File: src/design/assert_macros.svh
// Assertion macros used by the list buffer controller.
`ifndef ASSERT_MACROS_SVH
`define ASSERT_MACROS_SVH

// Property must hold at every edge outside reset.
`define PLB_ASSERT(lbl, prop) \
  lbl: assert property (@(posedge clk) disable iff (rst) prop) \
    else $error("%m: assertion failed");

// Condition must never be seen outside reset.
`define PLB_NEVER(lbl, cond) \
  lbl: assert property (@(posedge clk) disable iff (rst) !(cond)) \
    else $error("%m: forbidden condition seen");

`endif

File: src/design/plb_pkg.sv
// Types and codes shared by the positional list buffer modules.
package plb_pkg;

  localparam int OP_W     = 3;
  localparam int POS_W    = 5;
  localparam int VALUE_W  = 32;
  localparam int COUNT_W  = 5;
  localparam int STATUS_W = 2;
  // Cell index width, covers every capacity up to 256 plus the append slot.
  localparam int IDX_W    = 9;

  localparam logic [OP_W-1:0] OP_APPEND = 3'd0;
  localparam logic [OP_W-1:0] OP_INSERT = 3'd1;
  localparam logic [OP_W-1:0] OP_REMOVE = 3'd2;
  localparam logic [OP_W-1:0] OP_ERASE  = 3'd3;
  localparam logic [OP_W-1:0] OP_CLEAR  = 3'd4;
  localparam logic [OP_W-1:0] OP_READ   = 3'd5;

  localparam logic [STATUS_W-1:0] ST_OK     = 2'd0;
  localparam logic [STATUS_W-1:0] ST_FULL   = 2'd1;
  localparam logic [STATUS_W-1:0] ST_BADPOS = 2'd2;
  localparam logic [STATUS_W-1:0] ST_EMPTY  = 2'd3;

  typedef enum logic [1:0] {
    CELL_HOLD,
    CELL_INSERT,
    CELL_ERASE
  } cell_op_t;

  typedef struct packed {
    cell_op_t         op;
    logic [IDX_W-1:0] pos;
    logic             rd_en;
  } cell_cmd_t;

  typedef struct packed {
    logic                done;
    logic [STATUS_W-1:0] status;
    logic [COUNT_W-1:0]  count;
    logic                is_empty;
  } plb_rsp_t;

endpackage

File: src/design/plb_cell.sv
// One storage cell of the list: holds one entry and shifts with its neighbors.
module plb_cell
  import plb_pkg::*;
#(
  parameter int INDEX      = 0,
  parameter int DATA_WIDTH = 32
) (
  input  logic                  clk,
  input  cell_cmd_t             cmd,
  input  logic [DATA_WIDTH-1:0] wdata,
  input  logic [DATA_WIDTH-1:0] left_data,
  input  logic [DATA_WIDTH-1:0] right_data,
  output logic [DATA_WIDTH-1:0] data
);

  localparam logic [IDX_W-1:0] IDX = IDX_W'(INDEX);

  always_ff @(posedge clk) begin
    unique case (cmd.op)
      CELL_INSERT: begin
        if (IDX == cmd.pos) begin
          data <= wdata;
        end else if (IDX > cmd.pos) begin
          data <= left_data;
        end
      end
      CELL_ERASE: begin
        // close the gap: take the right neighbor from the erased slot on
        if (IDX >= cmd.pos) begin
          data <= right_data;
        end
      end
      CELL_HOLD: begin
      end
      default: begin
      end
    endcase
  end

endmodule

File: src/design/plb_ctrl.sv
// Operation decode, bounds checks, entry count and result registers.
`include "assert_macros.svh"

module plb_ctrl
  import plb_pkg::*;
#(
  parameter int CAPACITY = 16
) (
  input  logic              clk,
  input  logic              rst,
  input  logic              start,
  input  logic [OP_W-1:0]   operation,
  input  logic [POS_W-1:0]  position,
  output cell_cmd_t         cmd,
  output plb_rsp_t          rsp
);

  localparam int CNT_W = $clog2(CAPACITY + 1);

  logic [CNT_W-1:0]    cnt;
  logic [CNT_W-1:0]    cnt_next;
  logic [STATUS_W-1:0] status_next;
  logic [IDX_W-1:0]    pos_ext;
  logic [IDX_W-1:0]    cnt_ext;
  logic                full;
  logic                empty;

  assign pos_ext = IDX_W'(position);
  assign cnt_ext = IDX_W'(cnt);
  assign full    = cnt_ext >= IDX_W'(CAPACITY);
  assign empty   = cnt == '0;

  always_comb begin
    cmd         = '{op: CELL_HOLD, pos: pos_ext, rd_en: 1'b0};
    status_next = ST_OK;
    cnt_next    = cnt;
    if (start) begin
      unique case (operation)
        OP_APPEND: begin
          if (full) begin
            status_next = ST_FULL;
          end else begin
            cmd.op   = CELL_INSERT;
            cmd.pos  = cnt_ext;
            cnt_next = cnt + 1'b1;
          end
        end
        OP_INSERT: begin
          if (full) begin
            status_next = ST_FULL;
          end else if (pos_ext > cnt_ext) begin
            status_next = ST_BADPOS;
          end else begin
            cmd.op   = CELL_INSERT;
            cnt_next = cnt + 1'b1;
          end
        end
        OP_REMOVE: begin
          if (empty) begin
            status_next = ST_EMPTY;
          end else begin
            cnt_next = cnt - 1'b1;
          end
        end
        OP_ERASE: begin
          if (empty) begin
            status_next = ST_EMPTY;
          end else if (pos_ext >= cnt_ext) begin
            status_next = ST_BADPOS;
          end else begin
            cmd.op   = CELL_ERASE;
            cnt_next = cnt - 1'b1;
          end
        end
        OP_CLEAR: begin
          cnt_next = '0;
        end
        OP_READ: begin
          if (empty) begin
            status_next = ST_EMPTY;
          end else if (pos_ext >= cnt_ext) begin
            status_next = ST_BADPOS;
          end else begin
            cmd.rd_en = 1'b1;
          end
        end
        default: begin
          // unused codes: report ok, change nothing
        end
      endcase
    end
  end

  always_ff @(posedge clk) begin
    if (rst) begin
      cnt <= '0;
      rsp <= '0;
    end else begin
      cnt          <= cnt_next;
      rsp.done     <= start;
      rsp.status   <= status_next;
      rsp.count    <= COUNT_W'(cnt_next);
      rsp.is_empty <= cnt_next == '0;
    end
  end

  `PLB_ASSERT(a_done_follows_start, start |=> rsp.done)
  `PLB_NEVER(a_count_in_range, cnt > CNT_W'(CAPACITY))
  `PLB_ASSERT(a_error_keeps_count, (start && status_next != ST_OK) |=> cnt == $past(cnt))
  `PLB_NEVER(a_cells_idle_without_request, !start && cmd.op != CELL_HOLD)

endmodule

File: src/design/positional_list_buffer.sv
// Positional list buffer: a fixed-capacity ordered list built as a row of cells.
// Every operation (append, insert, remove last, erase, clear, read) is taken on
// any edge with start high, busy stays low, and the result (read data, count,
// empty flag, status) appears on the next cycle with done high for exactly one
// cycle, so a request can follow every cycle. The rate is set by the cell row:
// each cell compares its own index with the target position and loads from its
// left or right neighbor in the same edge. The receiver cannot stall; it must
// take each result in the cycle done is high.
// Failed operations (full, bad position, empty list) leave the list unchanged.
module positional_list_buffer
  import plb_pkg::*;
#(
  parameter int CAPACITY   = 16,
  parameter int DATA_WIDTH = 32
) (
  input  logic                clk,
  input  logic                rst,
  input  logic                start,
  output logic                busy,
  input  logic [OP_W-1:0]     operation,
  input  logic [POS_W-1:0]    position,
  input  logic [VALUE_W-1:0]  value,
  output logic                done,
  output logic [VALUE_W-1:0]  read_data,
  output logic [COUNT_W-1:0]  count,
  output logic                is_empty,
  output logic [STATUS_W-1:0] status
);

  localparam int RD_W = $clog2(CAPACITY);

  cell_cmd_t             cmd;
  plb_rsp_t              rsp;
  logic [DATA_WIDTH-1:0] wdata;
  logic [DATA_WIDTH-1:0] cell_data  [CAPACITY];
  logic [DATA_WIDTH-1:0] left_data  [CAPACITY];
  logic [DATA_WIDTH-1:0] right_data [CAPACITY];
  logic [RD_W-1:0]       rd_idx;

  assign busy   = 1'b0;
  assign wdata  = DATA_WIDTH'(value);
  assign rd_idx = RD_W'(position);

  plb_ctrl #(
    .CAPACITY (CAPACITY)
  ) u_ctrl (
    .clk       (clk),
    .rst       (rst),
    .start     (start),
    .operation (operation),
    .position  (position),
    .cmd       (cmd),
    .rsp       (rsp)
  );

  for (genvar i = 0; i < CAPACITY; i++) begin : g_cell
    if (i == 0) begin : g_first
      assign left_data[i] = wdata;
    end else begin : g_inner_l
      assign left_data[i] = cell_data[i-1];
    end
    if (i == CAPACITY - 1) begin : g_last
      assign right_data[i] = cell_data[i];
    end else begin : g_inner_r
      assign right_data[i] = cell_data[i+1];
    end

    plb_cell #(
      .INDEX      (i),
      .DATA_WIDTH (DATA_WIDTH)
    ) u_cell (
      .clk        (clk),
      .cmd        (cmd),
      .wdata      (wdata),
      .left_data  (left_data[i]),
      .right_data (right_data[i]),
      .data       (cell_data[i])
    );
  end

  // zero unless a checked read hits a valid entry
  always_ff @(posedge clk) begin
    if (cmd.rd_en) begin
      read_data <= VALUE_W'(cell_data[rd_idx]);
    end else begin
      read_data <= '0;
    end
  end

  assign done     = rsp.done;
  assign count    = rsp.count;
  assign is_empty = rsp.is_empty;
  assign status   = rsp.status;

endmodule

File: config.mk
export PLATFORM = sky130hd
export DESIGN_NAME = positional_list_buffer
export DESIGN_NICKNAME = d
export VERILOG_FILES = /design/src/design/plb_pkg.sv /design/src/design/plb_cell.sv /design/src/design/plb_ctrl.sv /design/src/design/positional_list_buffer.sv
export VERILOG_INCLUDE_DIRS = /design/src /design/src/design
export SDC_FILE = /design/constraint.sdc
export NUM_CORES = 1
export LEC_CHECK = 0
export BUFFER_PORTS_ARGS = -buffer_cell sky130_fd_sc_hd__buf_4
export CORE_ASPECT_RATIO = 1.4
export CORE_MARGIN = 1
export CORE_UTILIZATION = 45
export CTS_BUF_LIST = sky130_fd_sc_hd__clkbuf_16
export DETAILED_ROUTE_END_ITERATION = 7
export PLACE_DENSITY = 0.7
export SYNTH_ARGS = -nofsm -noshare
export SYNTH_HDL_FRONTEND = slang
export SYNTH_SLANG_ARGS = --single-unit
File: constraint.sdc
create_clock -name clk -period 9.65 [get_ports clk]
set_input_delay 1.93 -clock clk [delete_from_list [all_inputs] [get_ports clk]]
set_output_delay 1.93 -clock clk [all_outputs]
set_load 0.005 [all_outputs]
Yosys cells after proc, flatten, opt, wreduce, memory -nomap -nowiden
Cells that the tools add are included.

Add/subtract/negate cells: 2. Shifts and indexed selects: 0. Bitwise gates (word level): 2. Divide/modulo/power cells: 0. Equal/unequal tests: 52. Order comparisons: 35. Multiply operators: 0. Mux-type cells: 91. Reduce and logical (&&, ||, !) cells: 24.

Operators with widths (number): $mux W32 (49); $pmux W32 S2 (15); $bmux W32 S4 (1); $eq A4 B9 Y1 const A (8); $gt A4 B9 Y1 const A (8); $ge A4 B9 Y1 const A (7); $ne A3 B1 Y1 const B (15); $reduce_and A3 Y1 (15); $eq A3 B9 Y1 const A (4); $ge A3 B9 Y1 const A (4); $gt A3 B9 Y1 const A (4); $mux W5 (7); $ne A2 B1 Y1 const B (15); $pmux W5 S5 (1); $eq A2 B9 Y1 const A (2); $ge A1 B9 Y1 const A (2); $ge A2 B9 Y1 const A (2); $gt A1 B9 Y1 const A (2); $gt A2 B9 Y1 const A (2); $mux W2 (8); $mux W12 (1); $ge A5 B5 Y1 const B (2); $logic_not A5 Y1 (2); $mux W10 (1); 21 further kinds (29).

Input bits: 43. Memory bits (writable): 0. Register bits: 553. Memory bits (read-only): 0. Memories kept: 0. Output and inout bits: 42. Bits in latches: 0. Word-level logic and storage cells: 227.

Longest topological paths before layout
Depth in word-level cells: 9. Depth in mapped cells: 18.

Cells and area by module
Synthesis repeated with hierarchy kept, for this count alone.

Cells, all modules: 3712. Area total of the unflattened synthesis: 39170.1 um^2.

By module, submodules not included: positional_list_buffer (cells each 567, instances 1, area an instance 5190.0 um^2, seq. area each 640.6 um^2); plb_cell (g_cell[14].u_cell) (cells each 232, instances 1, area an instance 2279.7 um^2, seq. area each 960.9 um^2); plb_cell (g_cell[6].u_cell) (cells each 198, instances 1, area an instance 2129.5 um^2, seq. area each 960.9 um^2); plb_cell (g_cell[4].u_cell) (cells each 199, instances 1, area an instance 2118.3 um^2, seq. area each 960.9 um^2); plb_cell (g_cell[8].u_cell) (cells each 197, instances 1, area an instance 2103.3 um^2, seq. area each 960.9 um^2); plb_cell (g_cell[12].u_cell) (cells each 198, instances 1, area an instance 2102.0 um^2, seq. area each 960.9 um^2); plb_cell (g_cell[11].u_cell) (cells each 196, instances 1, area an instance 2078.2 um^2, seq. area each 960.9 um^2); plb_cell (g_cell[10].u_cell) (cells each 199, instances 1, area an instance 2077.0 um^2, seq. area each 960.9 um^2); plb_cell (g_cell[0].u_cell) (cells each 197, instances 1, area an instance 2074.5 um^2, seq. area each 960.9 um^2); plb_cell (g_cell[5].u_cell) (cells each 197, instances 1, area an instance 2064.5 um^2, seq. area each 960.9 um^2); plb_cell (g_cell[9].u_cell) (cells each 226, instances 1, area an instance 2060.7 um^2, seq. area each 960.9 um^2); plb_cell (g_cell[7].u_cell) (cells each 197, instances 1, area an instance 2057.0 um^2, seq. area each 960.9 um^2); plb_cell (g_cell[13].u_cell) (cells each 225, instances 1, area an instance 2053.2 um^2, seq. area each 960.9 um^2); plb_cell (g_cell[15].u_cell) (cells each 224, instances 1, area an instance 2043.2 um^2, seq. area each 960.9 um^2); 4 more rows.

Least setup slack after synthesis
No wires, ideal clock.

Path type: in2reg. Start: in position[0]. End: reg g_cell[0].u_cell.data[0] (enable). Library setup time: 0.470 ns. Data arrival time: 8.794 ns. Buffers on the path: 6. Path slack: 0.385 ns. Required time: 9.180 ns. Stages on the path: 16. Cell sequence: clkbuf_1 buf_2 buf_2 buf_1 inv_1 ha_1 inv_1 or2_2 clkbuf_1 a31oi_1 inv_1 ha_1 or2_2 buf_1 a21oi_1 a21boi_0.

Word-level cells in the longest chain between the ends: 8. Elaborated cells between the ends (all ways): 19. Classes of those cells: order compare (4); eq/ne (4); mux (8); reduce/logical (3).

Ends and longest elaborated chain: start: declaration (RTL line positional_list_buffer.sv:21) `input logic [POS_W-1:0] position,`; $gt A5 B5 Y1 / $ge A5 B5 Y1 (equally long branches) (RTL line plb_ctrl.sv:51, plb_ctrl.sv:68); $mux W1 / $mux W2 (equally long branches) (RTL line plb_ctrl.sv:51, plb_ctrl.sv:68); $mux W2 (on tied branches) (RTL line plb_ctrl.sv:49, plb_ctrl.sv:66); $pmux W2 S3 (RTL line plb_ctrl.sv:38) `unique case (operation)`; $mux W12 (*) (RTL line plb_ctrl.sv:37) `if (start) begin`; $eq A2 B1 Y1 / $eq A2 B2 Y1 (equally long branches) (RTL line plb_cell.sv:19) `unique case (cmd.op)`; $ne A3 B1 Y1 (no source line), or another cell as far along; $reduce_and A3 Y1 (no source line) (*); end signal: assignment (RTL line plb_cell.sv:22) `data <= wdata;`; end signal: assignment (RTL line plb_cell.sv:24) `data <= left_data;`; end signal: assignment (RTL line plb_cell.sv:30) `data <= right_data;`; end: declaration (RTL line plb_cell.sv:13) `output logic [DATA_WIDTH-1:0] data`.

Mark *: on every way between the ends. The rest lies on a longest branch, timed or not. A chain may end at the register's enable or synchronous reset.

Worst setup path after layout
Start: in position[3]. End: reg g_cell[2].u_cell.data[19] (enable).

Word-level cells in the longest chain between the ends: 8. Elaborated cells between the ends (all ways): 19. Classes of those cells: order compare (4); eq/ne (5); mux (8); reduce/logical (2).

Ends and longest elaborated chain (RTL line): $gt A5 B5 Y1 / $ge A5 B5 Y1 (equally long branches) (plb_ctrl.sv:51, plb_ctrl.sv:68); $mux W1 / $mux W2 (equally long branches) (plb_ctrl.sv:51, plb_ctrl.sv:68); $mux W2 (on tied branches) (plb_ctrl.sv:49, plb_ctrl.sv:66); $pmux W2 S3 (plb_ctrl.sv:38); $mux W12 (*) (plb_ctrl.sv:37); $eq A2 B1 Y1 / $eq A2 B2 Y1 (equally long branches) (plb_cell.sv:19); $ne A3 B1 Y1 (no source line), or another cell as far along; $reduce_and A3 Y1 (no source line) (*); end signal: assignment (plb_cell.sv:22); end signal: assignment (plb_cell.sv:24); end signal: assignment (plb_cell.sv:30); end: declaration (plb_cell.sv:13).

Marked as above.

==> metrics.txt <==
status=complete, no violations; min cycle time layout=approximately 6700 ps; GPL Wtd Cong=roughly 0.9; Crit path required time=around 10000 ps; core area=69200 um^2; WHS Path Cells=2; Post-Syn Area=between 30000 and 40000 um^2; drt pass-1 iters=6; largest net degree at the start of global routing=about 260; Routed Antenna Nets=0; Netlist cell types=62; Die ar.=71100 um^2; ys flop type=edfxtp_1; post-synthesis mux area share=0.281; PD cells=about 150 nW/um^2; Finished Layout Cells=3482; GRT Residual Overflow=0; share of layout cells above drive strength 1=0.182; CP bufs+invs=4; post-synthesis compound-gate area fraction=0.0831; Die Ht=315 um; DR iter-0 viols=between 2000 and 3000; crit path launch=position[3]; number of flops mapped to enable cells by yosys=~500; largest family of logic cells by synthesized area=multiplexers; critical path's slowest cell=buf_4; Wirelength per Cell=around 25 um; Worst Hold Endpoint=g_cell[14].u_cell.data[8]; fillcell total=slightly below 6000; row count=roughly 110; setup bufs post-CTS=0; leakage=between 10 and 15 nW; # hold bufs at CTS=0; # setup viols final=0; Root Buffer=clkbuf_16; crit path DAT=~7000 ps; RSZ-0062 raised after global routing=no; worst hold path class=flip-flop to flip-flop; Antenna Cells=0; PortBufs=between 80 and 90; I/O pins=85; # resized after CTS=0; setup TNS=0 ps; hpwl dp=between 40000 and 50000 um; Mapped Nets=2620; CTS max path bufs=3; most used cell, CP=buf_4; Layout Nets=2562; count leader, synth=edfxtp_1; top cells by count, synth=512 x edfxtp_1, 460 x nand2_1, 451 x mux2i_1; GR Util All Layers=0.244; clock transition at the registers of the reported paths=approximately 60 ps; FF+latch count, synth=553; clock sink count=553; f_max=149 MHz; global-route wire length before repair=131000 um; Routed Wire Length=86600 um; die width=roughly 230 um; Worst R2R Path Depth=13; Setup CP Type=input pin to flip-flop; syn avg cell area=roughly 12 um^2; ys async rst share=0; CP peak stage delay=approximately 690 ps; H-Tree Depth=2; post-synthesis simple-gate area fraction=0.0803; post-synth top area cell=edfxtp_1; Synth top area share=0.488; initial antenna violation count=0; CTS tree=yes; DR vias=approximately 22000; clk_skew=about 18 ps; startpoint types=input pin; endpoints failing hold=0; worst path cell trace=buf_4 -> ha_1 -> nand4_1 -> o221ai_1 -> nor2_1 -> nand2_1 -> inv_1 -> ha_4 -> or2_2 -> a21oi_4 -> buf_4 -> a21boi_4 -> buf_4; drc violations=0; Synth area leaders=edfxtp_1 49%, mux2i_1 14%, mux4_2 11%; hold path startpoint=g_cell[15].u_cell.data[8]; Critical Path Stages=13; Post-Synth Adder-Cell Area=0.00397; # placed instances=between 3000 and 4000; clk_lat worst skew=around 620 ps; Slew Viols, Final=0; TritonCTS buffer count=between 50 and 60; Worst Tran Pin Value=1170 ps; IR drop worst, VDD=around 0.14 mV; Relative slew margins=0.221; Mapped Cells=2567; R2R setup slack=roughly 4200 ps; CP endpoint kind=flip-flop; vias in the first global route=~21000; cell family with most CP delay=buffers and inverters; Initial Utilization=0.455; Area growth syn-to-layout=9.41%; Reg-to-Reg Start=u_ctrl.rsp[5]; Period Utilization, post-route=0.695; xor and xnor area share after synthesis=0.000278; sequential share of the synthesized area=0.514; reg2reg end=g_cell[2].u_cell.data[19]; Max FO, Critical Path=75; Vias/cell=6.19; Ys Warns=0; Max-Cap Viols=0
==> cells in the final DEF, fill, tap and decap left out, drive strengths merged, types with 2 or more instances in the layout <==
| master | instances |
|---|---|
| edfxtp | 512 |
| nand2 | 461 |
| o21ai | 458 |
| mux2i | 451 |
| mux4 | 160 |
| buf | 124 |
| mux2 | 64 |
| clkbuf | 58 |
| dfxtp | 41 |
| nor2b | 37 |
| inv | 28 |
| a21oi | 21 |
| clkinv | 21 |
| nor2 | 14 |
| ha | 10 |
| nand3 | 10 |
| nand4 | 10 |
| and2 | 6 |
| nand4b | 5 |
| a31oi | 5 |
| and3 | 4 |
| bufinv | 4 |
| clkinvlp | 4 |
| nor4b | 4 |
| o221ai | 3 |
| nand2b | 3 |
| nor3 | 3 |
| a21boi | 3 |
| or3 | 3 |
| or2 | 2 |
| o31ai | 2 |
| nor3b | 2 |
| a31o | 2 |
| a211oi | 2 |
==> how the worst max path moves through the flow <==
stage	endpoint	slack, ps
finish	g_cell[2].u_cell.data[19]	2950
global placement	g_cell[2].u_cell.data[20]	2510
CTS	g_cell[2].u_cell.data[15]	2980
floorplan	g_cell[0].u_cell.data[0]	390
global route	g_cell[2].u_cell.data[20]	2730
detailed placement	g_cell[2].u_cell.data[19]	2350
==> routing by layer <==
| metal | vias up | wire length, um | global-route usage |
|---|---|---|---|
| met5 | - | 0 | 0 |
| met3 | 208 | 7110 | 0.0382 |
| met1 | 10700 | 34100 | 0.326 |
| li1 | 9549 | - | - |
| met2 | 1064 | 42200 | 0.400 |
| met4 | 0 | 3150 | 0.0917 |
==> metrics by stage <==
stage / hold WS (ps) / power, mW / setup slack, ps / area, um^2 / utilization
after floorplan: 516 / 3.06 / 385 / 31500 / -
after global placement: 529 / 3.20 / 2510 / 32700 / 0.473
after detailed placement: 547 / 3.21 / 2350 / 32700 / 0.473
after CTS: 563 / 5.31 / 2980 / 34500 / 0.498
after global routing: 577 / 5.42 / 2730 / 34500 / 0.498
final: 561 / 5.28 / 2950 / 34500 / 0.498
==> cell families after synthesis <==
logic type,count (synthesis)
mux,675
simple gates,570
flops,553
compound gates,505
buf+inv,252
fa+ha+maj,10
other cells,1
xor+xnor,1
==> state kept, by name (all words and copies together), names as in the netlist <==
name,count
read_data,32
g_cell.u_cell.data,512
u_ctrl.rsp,9
==> tightest hold or removal path, delay by kind of cell (launching register included) <==
kind	cells	cell delay, ps
AO/OA/AOI/OAI	1	60
flip-flops	1	340
AND/OR/NAND/NOR	1	50
==> power by group <==
part	switching (mW)	total (mW)	internal [mW]
sequential	0.0390	2.72	2.68
combinational	0.259	0.448	0.189
clock	0.948	2.12	1.17
==> final cells by class <==
cell class                      instances  area [um^2]  share of cell area
Sequential cell                       553        16200               0.470
Multi-Input combinational cell       1762        14400               0.417
Clock buffer                           57         1430              0.0414
Tap cell                              928         1160              0.0337
Timing Repair Buffer                  125          973              0.0282
Clock inverter                         44          304             0.00882
Inverter                               13         48.8             0.00142
(Power assumes the default switching activity.)
